File: src/design/pdic_pkg.sv
// Shared types, constants and helper functions of the indicator controller.
package pdic_pkg;

  // Animation ring size, the anim counter width that follows from it and the pixel width
  localparam int PIXEL_COUNT = 12;
  localparam int ANIM_W      = (PIXEL_COUNT > 1) ? $clog2(PIXEL_COUNT) : 1;
  localparam int PIX_W       = 6;

  localparam int CNT_W    = 16;
  localparam int LEVEL_W  = 8;
  localparam int SPEED_W  = 3;
  localparam int DIR_W    = 4;
  localparam int STRIP_W  = 4;
  localparam int BYTE_W   = 8;
  localparam int CFG_IDX_W = 3;
  localparam int CFG_W    = 16;

  localparam logic [CNT_W-1:0] CNT_MAX = {CNT_W{1'b1}};

  // Result item packing in m_tdata, lowest bit first
  localparam int OFS_ACCEPTED   = 0;
  localparam int OFS_SPEED      = 1;
  localparam int OFS_ALERT      = 4;
  localparam int OFS_BUZZER     = 6;
  localparam int OFS_LOAD       = 7;
  localparam int OFS_DIRECTION  = 8;
  localparam int OFS_STRIPS     = 12;
  localparam int OFS_LEAD       = 16;
  localparam int OFS_TRAIL      = 22;
  localparam int OFS_BRIGHTNESS = 28;
  localparam int RES_BITS       = 36;
  localparam int RES_W          = 40;

  // Command prefixes (upper nibble), direction uses the top two bits only
  localparam logic [3:0] PFX_SPEED = 4'hA;
  localparam logic [3:0] PFX_ALERT = 4'hB;
  localparam logic [3:0] PFX_LOAD  = 4'hC;
  localparam logic [1:0] DIR_TOP   = 2'b01;

  localparam logic [SPEED_W-1:0] SPEED_MIN = 3'd1;
  localparam logic [SPEED_W-1:0] SPEED_MAX = 3'd5;
  localparam logic [DIR_W-1:0]   DIR_STOP  = 4'd0;
  localparam logic [DIR_W-1:0]   DIR_LAST  = 4'd8;

  typedef enum logic {
    ACT_BYTE = 1'b0,
    ACT_TICK = 1'b1
  } action_t;

  typedef enum logic [1:0] {
    ALERT_OFF   = 2'd0,
    ALERT_PULSE = 2'd1,
    ALERT_CONT  = 2'd2
  } alert_t;

  typedef enum logic [CFG_IDX_W-1:0] {
    REG_PULSE_INTERVAL = 3'd0,
    REG_LOAD_TIMEOUT   = 3'd1,
    REG_SLOW_STEP      = 3'd2,
    REG_FAST_STEP      = 3'd3,
    REG_DIM_LEVEL      = 3'd4,
    REG_BRIGHT_LEVEL   = 3'd5
  } cfg_reg_t;

  typedef struct packed {
    logic [CNT_W-1:0]   pulse_interval;
    logic [CNT_W-1:0]   load_timeout;
    logic [CNT_W-1:0]   slow_step;
    logic [CNT_W-1:0]   fast_step;
    logic [LEVEL_W-1:0] dim_level;
    logic [LEVEL_W-1:0] bright_level;
  } cfg_t;

  // Indicator state as it stands after one item
  typedef struct packed {
    logic               accepted;
    logic [SPEED_W-1:0] speed;
    alert_t             alert;
    logic               phase;
    logic               load;
    logic [DIR_W-1:0]   direction;
    logic [ANIM_W-1:0]  anim;
  } ind_state_t;

  function automatic logic [CNT_W-1:0] sat_inc(input logic [CNT_W-1:0] v);
    return (v == CNT_MAX) ? v : v + 16'd1;
  endfunction

  // lo + (speed-1)*(hi-lo)/4, division truncated toward zero
  function automatic logic [CNT_W-1:0] speed_map(input logic [SPEED_W-1:0] speed,
                                                 input logic [CNT_W-1:0]   lo,
                                                 input logic [CNT_W-1:0]   hi);
    logic signed [CNT_W:0]   d;
    logic signed [SPEED_W:0] sm;
    logic signed [CNT_W+4:0] p;
    logic signed [CNT_W+4:0] q;
    logic signed [CNT_W+4:0] v;
    d  = signed'({1'b0, hi}) - signed'({1'b0, lo});
    sm = signed'({1'b0, speed - SPEED_MIN});
    p  = d * sm;
    q  = p[CNT_W+4] ? ((p + 21'sd3) >>> 2) : (p >>> 2);
    v  = q + signed'({5'b0, lo});
    return v[CNT_W-1:0];
  endfunction

  function automatic logic [STRIP_W-1:0] strip_mask(input logic [DIR_W-1:0] dir);
    logic [STRIP_W-1:0] m;
    case (dir)
      4'd1:    m = 4'h9;
      4'd2:    m = 4'h1;
      4'd3:    m = 4'h3;
      4'd4:    m = 4'h2;
      4'd5:    m = 4'h6;
      4'd6:    m = 4'h4;
      4'd7:    m = 4'hC;
      4'd8:    m = 4'h8;
      default: m = 4'h0;
    endcase
    return m;
  endfunction

endpackage

File: src/design/pdic_cfg.sv
// Configuration register file of the indicator controller.
module pdic_cfg
  import pdic_pkg::*;
(
  input  logic                 clk,
  input  logic                 rst,
  input  logic                 cfg_we,
  input  logic [CFG_IDX_W-1:0] cfg_index,
  input  logic [CFG_W-1:0]     cfg_data,
  output cfg_t                 cfg
);

  always_ff @(posedge clk) begin
    if (rst) begin
      cfg.pulse_interval <= 16'd100;
      cfg.load_timeout   <= 16'd1000;
      cfg.slow_step      <= 16'd180;
      cfg.fast_step      <= 16'd15;
      cfg.dim_level      <= 8'd40;
      cfg.bright_level   <= 8'd255;
    end else if (cfg_we) begin
      case (cfg_index)
        REG_PULSE_INTERVAL: cfg.pulse_interval <= cfg_data;
        REG_LOAD_TIMEOUT:   cfg.load_timeout   <= cfg_data;
        REG_SLOW_STEP:      cfg.slow_step      <= cfg_data;
        REG_FAST_STEP:      cfg.fast_step      <= cfg_data;
        REG_DIM_LEVEL:      cfg.dim_level      <= cfg_data[LEVEL_W-1:0];
        REG_BRIGHT_LEVEL:   cfg.bright_level   <= cfg_data[LEVEL_W-1:0];
        default: ;
      endcase
    end
  end

endmodule

File: src/design/pdic_state.sv
// Command decode, millisecond timers and indicator state registers.
module pdic_state
  import pdic_pkg::*;
(
  input  logic              clk,
  input  logic              rst,
  input  logic              fire,
  input  action_t           action,
  input  logic [BYTE_W-1:0] packet_byte,
  input  cfg_t              cfg,
  output ind_state_t        st_next
);

  logic [SPEED_W-1:0] speed;
  alert_t             alert;
  logic               load;
  logic [DIR_W-1:0]   direction;
  logic               phase;
  logic [CNT_W-1:0]   pulse_elapsed;
  logic [CNT_W-1:0]   load_elapsed;
  logic [CNT_W-1:0]   step_elapsed;
  logic [ANIM_W-1:0]  anim;

  logic [CNT_W-1:0] pulse_elapsed_next;
  logic [CNT_W-1:0] load_elapsed_next;
  logic [CNT_W-1:0] step_elapsed_next;
  logic [CNT_W-1:0] step_interval;
  logic [3:0]       nib;

  assign nib = packet_byte[3:0];

  always_comb begin
    st_next.accepted  = 1'b0;
    st_next.speed     = speed;
    st_next.alert     = alert;
    st_next.load      = load;
    st_next.direction = direction;
    st_next.phase     = phase;
    st_next.anim      = anim;
    pulse_elapsed_next = pulse_elapsed;
    load_elapsed_next  = load_elapsed;
    step_elapsed_next  = step_elapsed;

    // decode or advance time
    if (action == ACT_TICK) begin
      pulse_elapsed_next = sat_inc(pulse_elapsed);
      load_elapsed_next  = sat_inc(load_elapsed);
      step_elapsed_next  = sat_inc(step_elapsed);
    end else begin
      case (packet_byte[7:4])
        PFX_SPEED: begin
          if (nib inside {[4'd1:4'd5]}) begin
            st_next.speed    = nib[SPEED_W-1:0];
            st_next.accepted = 1'b1;
          end
        end
        PFX_ALERT: begin
          if (nib inside {[4'd0:4'd2]}) begin
            st_next.alert    = alert_t'(nib[1:0]);
            st_next.accepted = 1'b1;
          end
        end
        PFX_LOAD: begin
          if (nib inside {[4'd0:4'd1]}) begin
            st_next.load      = nib[0];
            load_elapsed_next = '0;
            st_next.accepted  = 1'b1;
          end
        end
        default: begin
          if (packet_byte[7:6] == DIR_TOP && nib <= DIR_LAST) begin
            st_next.direction = nib;
            st_next.accepted  = 1'b1;
          end
        end
      endcase
    end

    // step interval follows the speed as it stands after decode
    step_interval = speed_map(st_next.speed, cfg.slow_step, cfg.fast_step);

    // buzzer pulse phase
    case (st_next.alert)
      ALERT_OFF: st_next.phase = 1'b0;
      ALERT_PULSE: begin
        if (pulse_elapsed_next >= cfg.pulse_interval) begin
          pulse_elapsed_next = '0;
          st_next.phase      = ~phase;
        end
      end
      default: ;
    endcase

    // load timeout
    if (st_next.load && load_elapsed_next > cfg.load_timeout) begin
      st_next.load = 1'b0;
    end

    // animation step
    if (st_next.direction != DIR_STOP && step_elapsed_next >= step_interval) begin
      step_elapsed_next = '0;
      st_next.anim = (anim == ANIM_W'(PIXEL_COUNT - 1)) ? '0 : anim + 1'b1;
    end
  end

  always_ff @(posedge clk) begin
    if (rst) begin
      speed         <= SPEED_MIN;
      alert         <= ALERT_OFF;
      load          <= 1'b0;
      direction     <= DIR_STOP;
      phase         <= 1'b0;
      pulse_elapsed <= '0;
      load_elapsed  <= '0;
      step_elapsed  <= '0;
      anim          <= '0;
    end else if (fire) begin
      speed         <= st_next.speed;
      alert         <= st_next.alert;
      load          <= st_next.load;
      direction     <= st_next.direction;
      phase         <= st_next.phase;
      pulse_elapsed <= pulse_elapsed_next;
      load_elapsed  <= load_elapsed_next;
      step_elapsed  <= step_elapsed_next;
      anim          <= st_next.anim;
    end
  end

endmodule

File: src/design/pdic_view.sv
// Maps the indicator state onto the packed result item.
module pdic_view
  import pdic_pkg::*;
(
  input  ind_state_t       st,
  input  cfg_t             cfg,
  output logic [RES_W-1:0] result
);

  logic               buzz;
  logic               reversed;
  logic [PIX_W-1:0]   lead;
  logic [PIX_W-1:0]   trail;
  logic [CNT_W-1:0]   bright_wide;

  always_comb begin
    case (st.alert)
      ALERT_CONT:  buzz = 1'b1;
      ALERT_PULSE: buzz = st.phase;
      default:     buzz = 1'b0;
    endcase
  end

  // mirror the ring for the rearward directions
  assign reversed = st.direction inside {4'd4, 4'd5, 4'd6};
  assign lead     = reversed ? PIX_W'(PIXEL_COUNT - 1) - PIX_W'(st.anim) : PIX_W'(st.anim);
  assign trail    = (lead == PIX_W'(PIXEL_COUNT - 1)) ? '0 : lead + 1'b1;

  assign bright_wide = speed_map(st.speed, CNT_W'(cfg.dim_level), CNT_W'(cfg.bright_level));

  assign result = {(RES_W - RES_BITS)'(0),
                   bright_wide[LEVEL_W-1:0],
                   trail,
                   lead,
                   strip_mask(st.direction),
                   st.direction,
                   st.load,
                   buzz,
                   st.alert,
                   st.speed,
                   st.accepted};

endmodule

File: src/design/packet_driven_indicator_controller.sv
// Top level of the packet driven indicator controller.
//
//   channel   direction  handshake          payload
//   s_        in         s_tvalid/s_tready  s_tdata: packet_byte, s_tuser: action
//   m_        out        m_tvalid/m_tready  m_tdata: one result item per input item
//   cfg_      in         cfg_we             cfg_index, cfg_data (write only)
//
// An accepted item is held in the input register, then the decode and
// timer update run combinationally into the result register, one item per
// cycle sustained while the m_ side does not stall. Rate is set by the result
// register; a stalled m_ side holds it and the input register, so s_tready
// falls only when both are full. Reset is synchronous and restores every
// state and configuration register.
module packet_driven_indicator_controller
  import pdic_pkg::*;
(
  input  logic                 clk,
  input  logic                 rst,
  input  logic                 s_tvalid,
  output logic                 s_tready,
  input  logic [BYTE_W-1:0]    s_tdata,   // [7:0] packet_byte
  input  logic                 s_tuser,   // [0] action
  output logic                 m_tvalid,
  input  logic                 m_tready,
  // [0] accepted, [3:1] speed_level, [5:4] alert_mode, [6] buzzer_on,
  // [7] load_led, [11:8] direction, [15:12] active_strips, [21:16] lead_pixel,
  // [27:22] trail_pixel, [35:28] brightness, [39:36] zero
  output logic [RES_W-1:0]     m_tdata,
  input  logic                 cfg_we,
  input  logic [CFG_IDX_W-1:0] cfg_index,
  input  logic [CFG_W-1:0]     cfg_data
);

  cfg_t              cfg;
  ind_state_t        st_next;
  logic [RES_W-1:0]  result;

  // input register
  logic              in_valid;
  action_t           in_action;
  logic [BYTE_W-1:0] in_byte;

  // result register
  logic              out_valid;
  logic [RES_W-1:0]  out_data;

  logic advance;
  logic fire;
  logic take;

  // the result register frees up when empty or drained this cycle
  assign advance  = !out_valid || m_tready;
  assign fire     = in_valid && advance;
  assign s_tready = !in_valid || advance;
  assign take     = s_tvalid && s_tready;

  assign m_tvalid = out_valid;
  assign m_tdata  = out_data;

  pdic_cfg u_cfg (
    .clk       (clk),
    .rst       (rst),
    .cfg_we    (cfg_we),
    .cfg_index (cfg_index),
    .cfg_data  (cfg_data),
    .cfg       (cfg)
  );

  pdic_state u_state (
    .clk         (clk),
    .rst         (rst),
    .fire        (fire),
    .action      (in_action),
    .packet_byte (in_byte),
    .cfg         (cfg),
    .st_next     (st_next)
  );

  pdic_view u_view (
    .st     (st_next),
    .cfg    (cfg),
    .result (result)
  );

  // hold the input item until the update stage takes it
  always_ff @(posedge clk) begin
    if (rst) begin
      in_valid <= 1'b0;
    end else if (take) begin
      in_valid <= 1'b1;
    end else if (advance) begin
      in_valid <= 1'b0;
    end
  end

  always_ff @(posedge clk) begin
    if (take) begin
      in_action <= action_t'(s_tuser);
      in_byte   <= s_tdata;
    end
  end

  // load a fresh result, drop a delivered one
  always_ff @(posedge clk) begin
    if (rst) begin
      out_valid <= 1'b0;
    end else if (fire) begin
      out_valid <= 1'b1;
    end else if (m_tready) begin
      out_valid <= 1'b0;
    end
  end

  always_ff @(posedge clk) begin
    if (fire) begin
      out_data <= result;
    end
  end

endmodule

File: config.mk
export PLATFORM = sky130hd
export DESIGN_NAME = packet_driven_indicator_controller
export DESIGN_NICKNAME = d
export VERILOG_FILES = /design/src/design/pdic_pkg.sv /design/src/design/pdic_cfg.sv /design/src/design/pdic_state.sv /design/src/design/pdic_view.sv /design/src/design/packet_driven_indicator_controller.sv
export SDC_FILE = /design/constraint.sdc
export NUM_CORES = 1
export LEC_CHECK = 0
export BUFFER_PORTS_ARGS = -buffer_cell sky130_fd_sc_hd__buf_2
export CORE_ASPECT_RATIO = 0.5
export CORE_MARGIN = 3
export CORE_UTILIZATION = 51
export DETAILED_ROUTE_END_ITERATION = 16
export PLACE_DENSITY_LB_ADDON = 0.25
export SETUP_SLACK_MARGIN = 0.05
export SYNTH_ARGS = -nofsm -noshare
export SYNTH_HDL_FRONTEND = slang
export SYNTH_HIERARCHICAL = 1
export SYNTH_SLANG_ARGS = --single-unit
File: constraint.sdc
create_clock -name clk -period 14.1 [get_ports clk]
set_clock_uncertainty 0.1 [all_clocks]
set_input_delay 2.82 -clock clk [delete_from_list [all_inputs] [get_ports clk]]
set_output_delay 2.82 -clock clk [all_outputs]
set_load 0.01 [all_outputs]
# Word level (Yosys, flattened, before mapping)
# Memory sizes are Yosys's and may differ from the RTL's. A register that Yosys moved wholly into a read port is not among the register bits.
# Cells that the tools add are included.
word_totals:
  ff_bits: 190
  mem_bits_ro: 64
  inputBits: 33
  out_inout_bits: 42
  elab_cells: 130
  memories: 1
op_classes:
  add_sub_neg: 13
  mul: 2
  magnitude_cmp: 9
  n_eq_ne: 19
  muxes: 38
  bitwise: 1
  n_reduce_logical: 25
memory_table:
  columns: ["memory", "depth", "width", "read_ports", "rd_clocked_by_memory_dff", "write_ports", "line_no", "text"]
  rows:
  - ["(name not given)", 16, 4, 1, 1, 0, "pdic_pkg.sv:108", "case (dir)"]
op_table:
  columns: ["operator", "n"]
  rows:
  - ["16-bit 2-to-1 mux", 12]
  - ["16-bit by 1-bit adder with 16-bit output, second input constant", 3]
  - ["16-bit == test, second input constant", 3]
  - ["16-bit greater-or-equal comparator", 2]
  - ["17-bit by 4-bit multiplier with 21-bit output", 1]
  - ["4-bit 2-to-1 mux", 5]
  - ["18-bit by 3-bit adder with 18-bit output, second input constant", 1]
  - ["16-bit by 16-bit subtractor with 17-bit output", 1]
  - ["16-bit adder", 1]
  - ["4-bit == test, second input constant", 4]
  - ["16-bit greater-than comparator", 1]
  - ["9-bit by 4-bit multiplier with 13-bit output", 1]
  - ["4-bit by 3-bit == test with 1-bit output, second input constant", 3]
  - ["2-bit AND reduction", 6]
  - ["1-bit 2-to-1 mux", 11]
  - ["10-bit by 3-bit adder with 10-bit output, second input constant", 1]
  - ["5-bit 2-to-1 mux", 2]
  - ["8-bit by 8-bit subtractor with 9-bit output", 1]
  - ["8-bit adder", 1]
  - ["4-bit by 1-bit greater-or-equal comparator with 1-bit output, second input constant", 2]
  - ["1-bit logical AND", 8]
  - ["8-bit 2-to-1 mux", 1]
  - ["6-bit by 1-bit adder with 6-bit output, second input constant", 1]
  - ["3-bit by 2-bit == test with 1-bit output, second input constant", 2]
  - ["other kinds (26)", 33]

# Longest topological paths before layout
logic_depth:
  ltp_word: 16
  mapped_depth: 52
  depth_no_buf: 51

# Hierarchy
# Netlist, hierarchy kept.
modules_own_cells:
  columns: ["module", "n_inst", "cells_each", "area_per_inst_um2", "seq_area_each_um2"]
  rows:
  - ["pdic_state", 1, 1182, 8692.1, 1261.2]
  - ["pdic_cfg", 1, 302, 3214.3, 1601.5]
  - ["pdic_view", 1, 285, 2122.0, 0.0]
  - ["packet_driven_indicator_controller", 1, 59, 1575.3, 1511.4]

# Least setup slack after synthesis
# OpenSTA, ideal clock, no wires.
synth_path:
  path_type: "register to register"
  from: "register in_byte[3]"
  to: "register out_data[24], in the netlist m_tdata[24], data pin"
  setup_ns: 0.277
  arrival_time_ns: 9.842
  t_required_ns: 13.723
  slack_ns: 3.881
  stages_incl_launch_ff: 47
  path_buffers: 3
  period_less_slack_ns: 10.219
  path_cell_list: "edfxtp_1 -> nor4bb_1 -> nand4_2 -> nor2_2 -> mux2i_2 -> ha_1 -> xor2_1 -> clkbuf_1 -> nor2_1 -> ha_1 -> inv_1 -> fa_1 -> inv_1 -> ha_1 -> buf_2 -> a211oi_1 -> o21ai_0 -> a21oi_1 -> [11 not listed] -> o31ai_1 -> a21o_1 -> a21oi_1 -> xor2_1 -> xnor2_1 -> ha_1 -> nand4_1 -> a211oi_1 -> o41a_1 -> o32a_1 -> clkbuf_1 -> a31oi_1 -> a31oi_1 -> ha_1 -> a21oi_1 -> nand2_1 -> nand2_1 -> o21ai_0"
synth_rtl:
  columns: ["element", "line_no", "text"]
  rows:
  - ["start, declared", "packet_driven_indicator_controller.sv:41", "logic [BYTE_W-1:0] in_byte;"]
  - ["start signal, assigned", "packet_driven_indicator_controller.sv:99", "in_byte <= s_tdata;"]
  - ["end signal, assigned", "packet_driven_indicator_controller.sv:116", "out_data <= result;"]
  - ["end, declared", "packet_driven_indicator_controller.sv:45", "logic [RES_W-1:0] out_data;"]

==> impl_metrics.csv <==
group,metric,value,unit
yosys,syn_area_per_cell,8.54,um^2
floorplan,fp.dieH,130,um
setup_path,startpoint_type,"register",
power,peakVddDrop,0.0000657,V
setup_path,crit_path_max_incr_delay,0.72,ns
detailed_routing,drt-initial-drc-count,932,
yosys,synth-async-reset-ratio,0,
place,dp_hpwl,27200,um
yosys,yosys.area_share.simple,0.204,
yosys,syn_area,15600,um^2
floorplan,die_area,32900,um^2
cts,clock_latency,0.44,ns
yosys,ys_seq_area_frac,0.280,
setup_path,crit_family,"compound AO/OA/AOI/OAI gates",
power,p_leak,0.00775,uW
detailed_routing,vias,12400,
global_route,antenna_found_initial,0,
cells_and_area,nNetsFinal,2077,
floorplan,core_area,29600,um^2
hold_path,hold_path_class,"register to register",
global_route,first_global_vias,11200,
detailed_routing,wl,35700,um
yosys,synth-xor-area-share,0.0638,
setup_path,cpMostUsedCell,"ha_1",
cts,post-cts-setup-buffers,0,
timing,worst_slew_pin_slew,1.13,ns
timing,hold_violations,0,
yosys,synth_warnings,6,
cells_and_area,layout-drive-gt1-share,0.0855,
yosys,synth_seq_cells,194,
floorplan,die_width,253,um
yosys,synth_fa_ha_area_frac,0.172,
global_route,grt_start_max_net_pins,100,
cts,hold_buffers,0,
yosys,synth_edf_count,49,
timing,finalSetupViolations,0,
power,finalPower,1350,uW
global_route,use_met1,0.343,
cells_and_area,areaGrowthSynthToFinish,6.94,%
yosys,synthCells,1828,
yosys,ys.flop_type,"dfxtp_1",
cells_and_area,antenna_cells,0,
status,status,"finished, final reports clean",
setup_path,r2r_slack,1.80,ns
cts,clock-sinks,194,
floorplan,start_util,0.528,
timing,fin_setup_tns,0,ns
global_route,overflow,0,
yosys,synth_top_family_by_area,"simple AND/OR/NAND/NOR gates",
timing,fin_crit_sh,0.872,
detailed_routing,avgViaCountPerCell,5.53,
detailed_routing,drt.antenna.violating_nets,0,
timing,report.final.slew_viol_count,0,
setup_path,endpoint_kind,"register",
cts,cts_buffer_depth,2,
global_route,grt_use_met3,0.0237,
yosys,synth-compound-area-share,0.140,
timing,fmax,81.3,MHz
cts,numCtsBuffers,17,
cts,clk_pin_slew,0.07,ns
setup_path,crit_slowest_cell,"xor2_2",
timing,rsz0062_at_grt,"false",
detailed_routing,drc,0,
setup_path,path_class,"register to register",
timing,finalCriticalPeriod,12.30,ns
global_route,grt_pass1_wl,58200,um
setup_path,crit_required,14.16,ns
yosys,synthMuxAreaShare,0.0655,
power,powerDensity,81.0,nW/um^2
timing,maxSlewHeadroom,0.245,
cts,cts_tree,"built",
setup_path,path_buf_inv,2,
detailed_routing,drtPass1Iterations,5,
global_route,grt_busiest_layer,"met1",
global_route,met2_usage,0.331,
global_route,grtUsageTotal,0.221,
setup_path,arrival,12.35,ns
floorplan,pin_count,75,
yosys,ys_types,94,
detailed_routing,drt-wirelength-per-cell,15.9,um
cts,cts-root-buf,"clkbuf_16",
cts,ctsHtreeMaxLevel,4,
floorplan,num_rows,44,
cts,cts-resized-gates,0,
place,gp_congestion,0.863,
place,portBuffers,74,
setup_path,cp_max_fo,23,
flow_run,max_cap_viol_count,0,
==> cell type report <==
cell class              instances  area (um^2)
fillers                      2699        12900
multi-input cells            1364        10100
flip-flops and latches        194         4370
inverters                     191          717
well taps                     391          489
clock buffers                  17          425
repair buffers                 79          410
clock inverters                15          143
==> cells in the mapped netlist (30+ instances only) <==
cell,count,area [um^2]
clkbuf_1,47,176
edfxtp_1,49,1470
inv_1,187,702
mux2i_1,94,941
ha_1,167,2090
o21ai_0,71,355
nand2_1,100,375
nand3_1,50,250
dfxtp_1,145,2900
nor2_1,198,743
xnor2_1,79,692
a21oi_1,93,465
xor2_1,31,272
fa_1,30,601
nand2b_1,93,582
a21o_1,36,270
==> registers in the layout, summed over array words and instances, names as in the netlist, 2 cells and up <==
| register | cells |
|---|---|
| u_state/load_elapsed | 16 |
| u_state/anim | 4 |
| u_state/direction | 4 |
| u_state/pulse_elapsed | 16 |
| u_cfg/cfg | 80 |
| u_state/step_elapsed | 16 |
| in_byte | 8 |
| m_tdata | 40 |
| u_state/alert | 2 |
| u_state/speed | 3 |
==> power by group <==
group / internal, uW / leakage, uW / total, uW / switching, uW
logic: 106 / 0.00585 / 277 / 171
clock network: 259 / 0.000269 / 477 / 218
registers: 587 / 0.00163 / 598 / 10.6
==> worst paths after layout <==
kind,start,end,depth (start not counted)
worst min-delay path,u_cfg/cfg[68],u_cfg/cfg[68],2
worst min register to register,u_cfg/cfg[68],u_cfg/cfg[68],2
worst max-delay path,in_byte[3],m_tdata[24],42
worst max register to register,in_byte[3],m_tdata[24],42
==> layout by cell type (no fill, tap or decap), drive strengths merged, types with 16 or more instances in the layout <==
cell type / n
a21o: 37
a21oi: 96
and2: 24
and3: 18
buf: 79
clkbuf: 17
dfxtp: 145
edfxtp: 49
fa: 30
ha: 167
inv: 189
mux2i: 95
nand2: 101
nand2b: 93
nand3: 50
nand4: 16
nor2: 199
nor2b: 17
nor3: 22
o21ai: 72
xnor2: 80
xor2: 32
==> metrics by stage <==
stage	util	worst slack, ns	hold slack (ns)	instance area, um^2	instances
after CTS	0.564	1.93	0.378	16700	2251
final	0.564	1.80	0.379	16700	2251
after global placement	0.545	2.30	0.361	16100	2219
after floorplan	-	3.88	0.349	15600	1831
after detailed placement	0.545	2.02	0.363	16100	2219
after global routing	0.564	0.715	0.394	16700	2251
==> metal layers <==
metal | wire [um] | vias up | part of all wire
met4 | 255 | 0 | 0.0071
met1 | 18800 | 5852 | 0.53
met2 | 14900 | 262 | 0.42
met3 | 1750 | 22 | 0.049
met5 | 0 | - | 0
li1 | - | 6306 | -
==> logic make-up after synthesis <==
| group | after synthesis |
|---|---|
| multiplexers | 101 |
| flip-flops | 194 |
| AO/OA/AOI/OAI | 331 |
| XOR/XNOR | 112 |
| other | 1 |
| AND/OR/NAND/NOR | 619 |
| buffers and inverters | 273 |
| adder cells (fa/ha/maj) | 197 |
==> worst register-to-register path, delay by kind of cell, from the launching register on <==
kind / cells / cell delay [ns]
buffers and inverters: 2 / 0.09
AO/OA/AOI/OAI: 18 / 5.03
flip-flops: 1 / 0.43
adder cells (fa/ha/maj): 7 / 2.52
AND/OR/NAND/NOR: 9 / 1.57
multiplexers: 2 / 0.90
XOR/XNOR: 4 / 1.35
(Power assumes the default switching activity.)
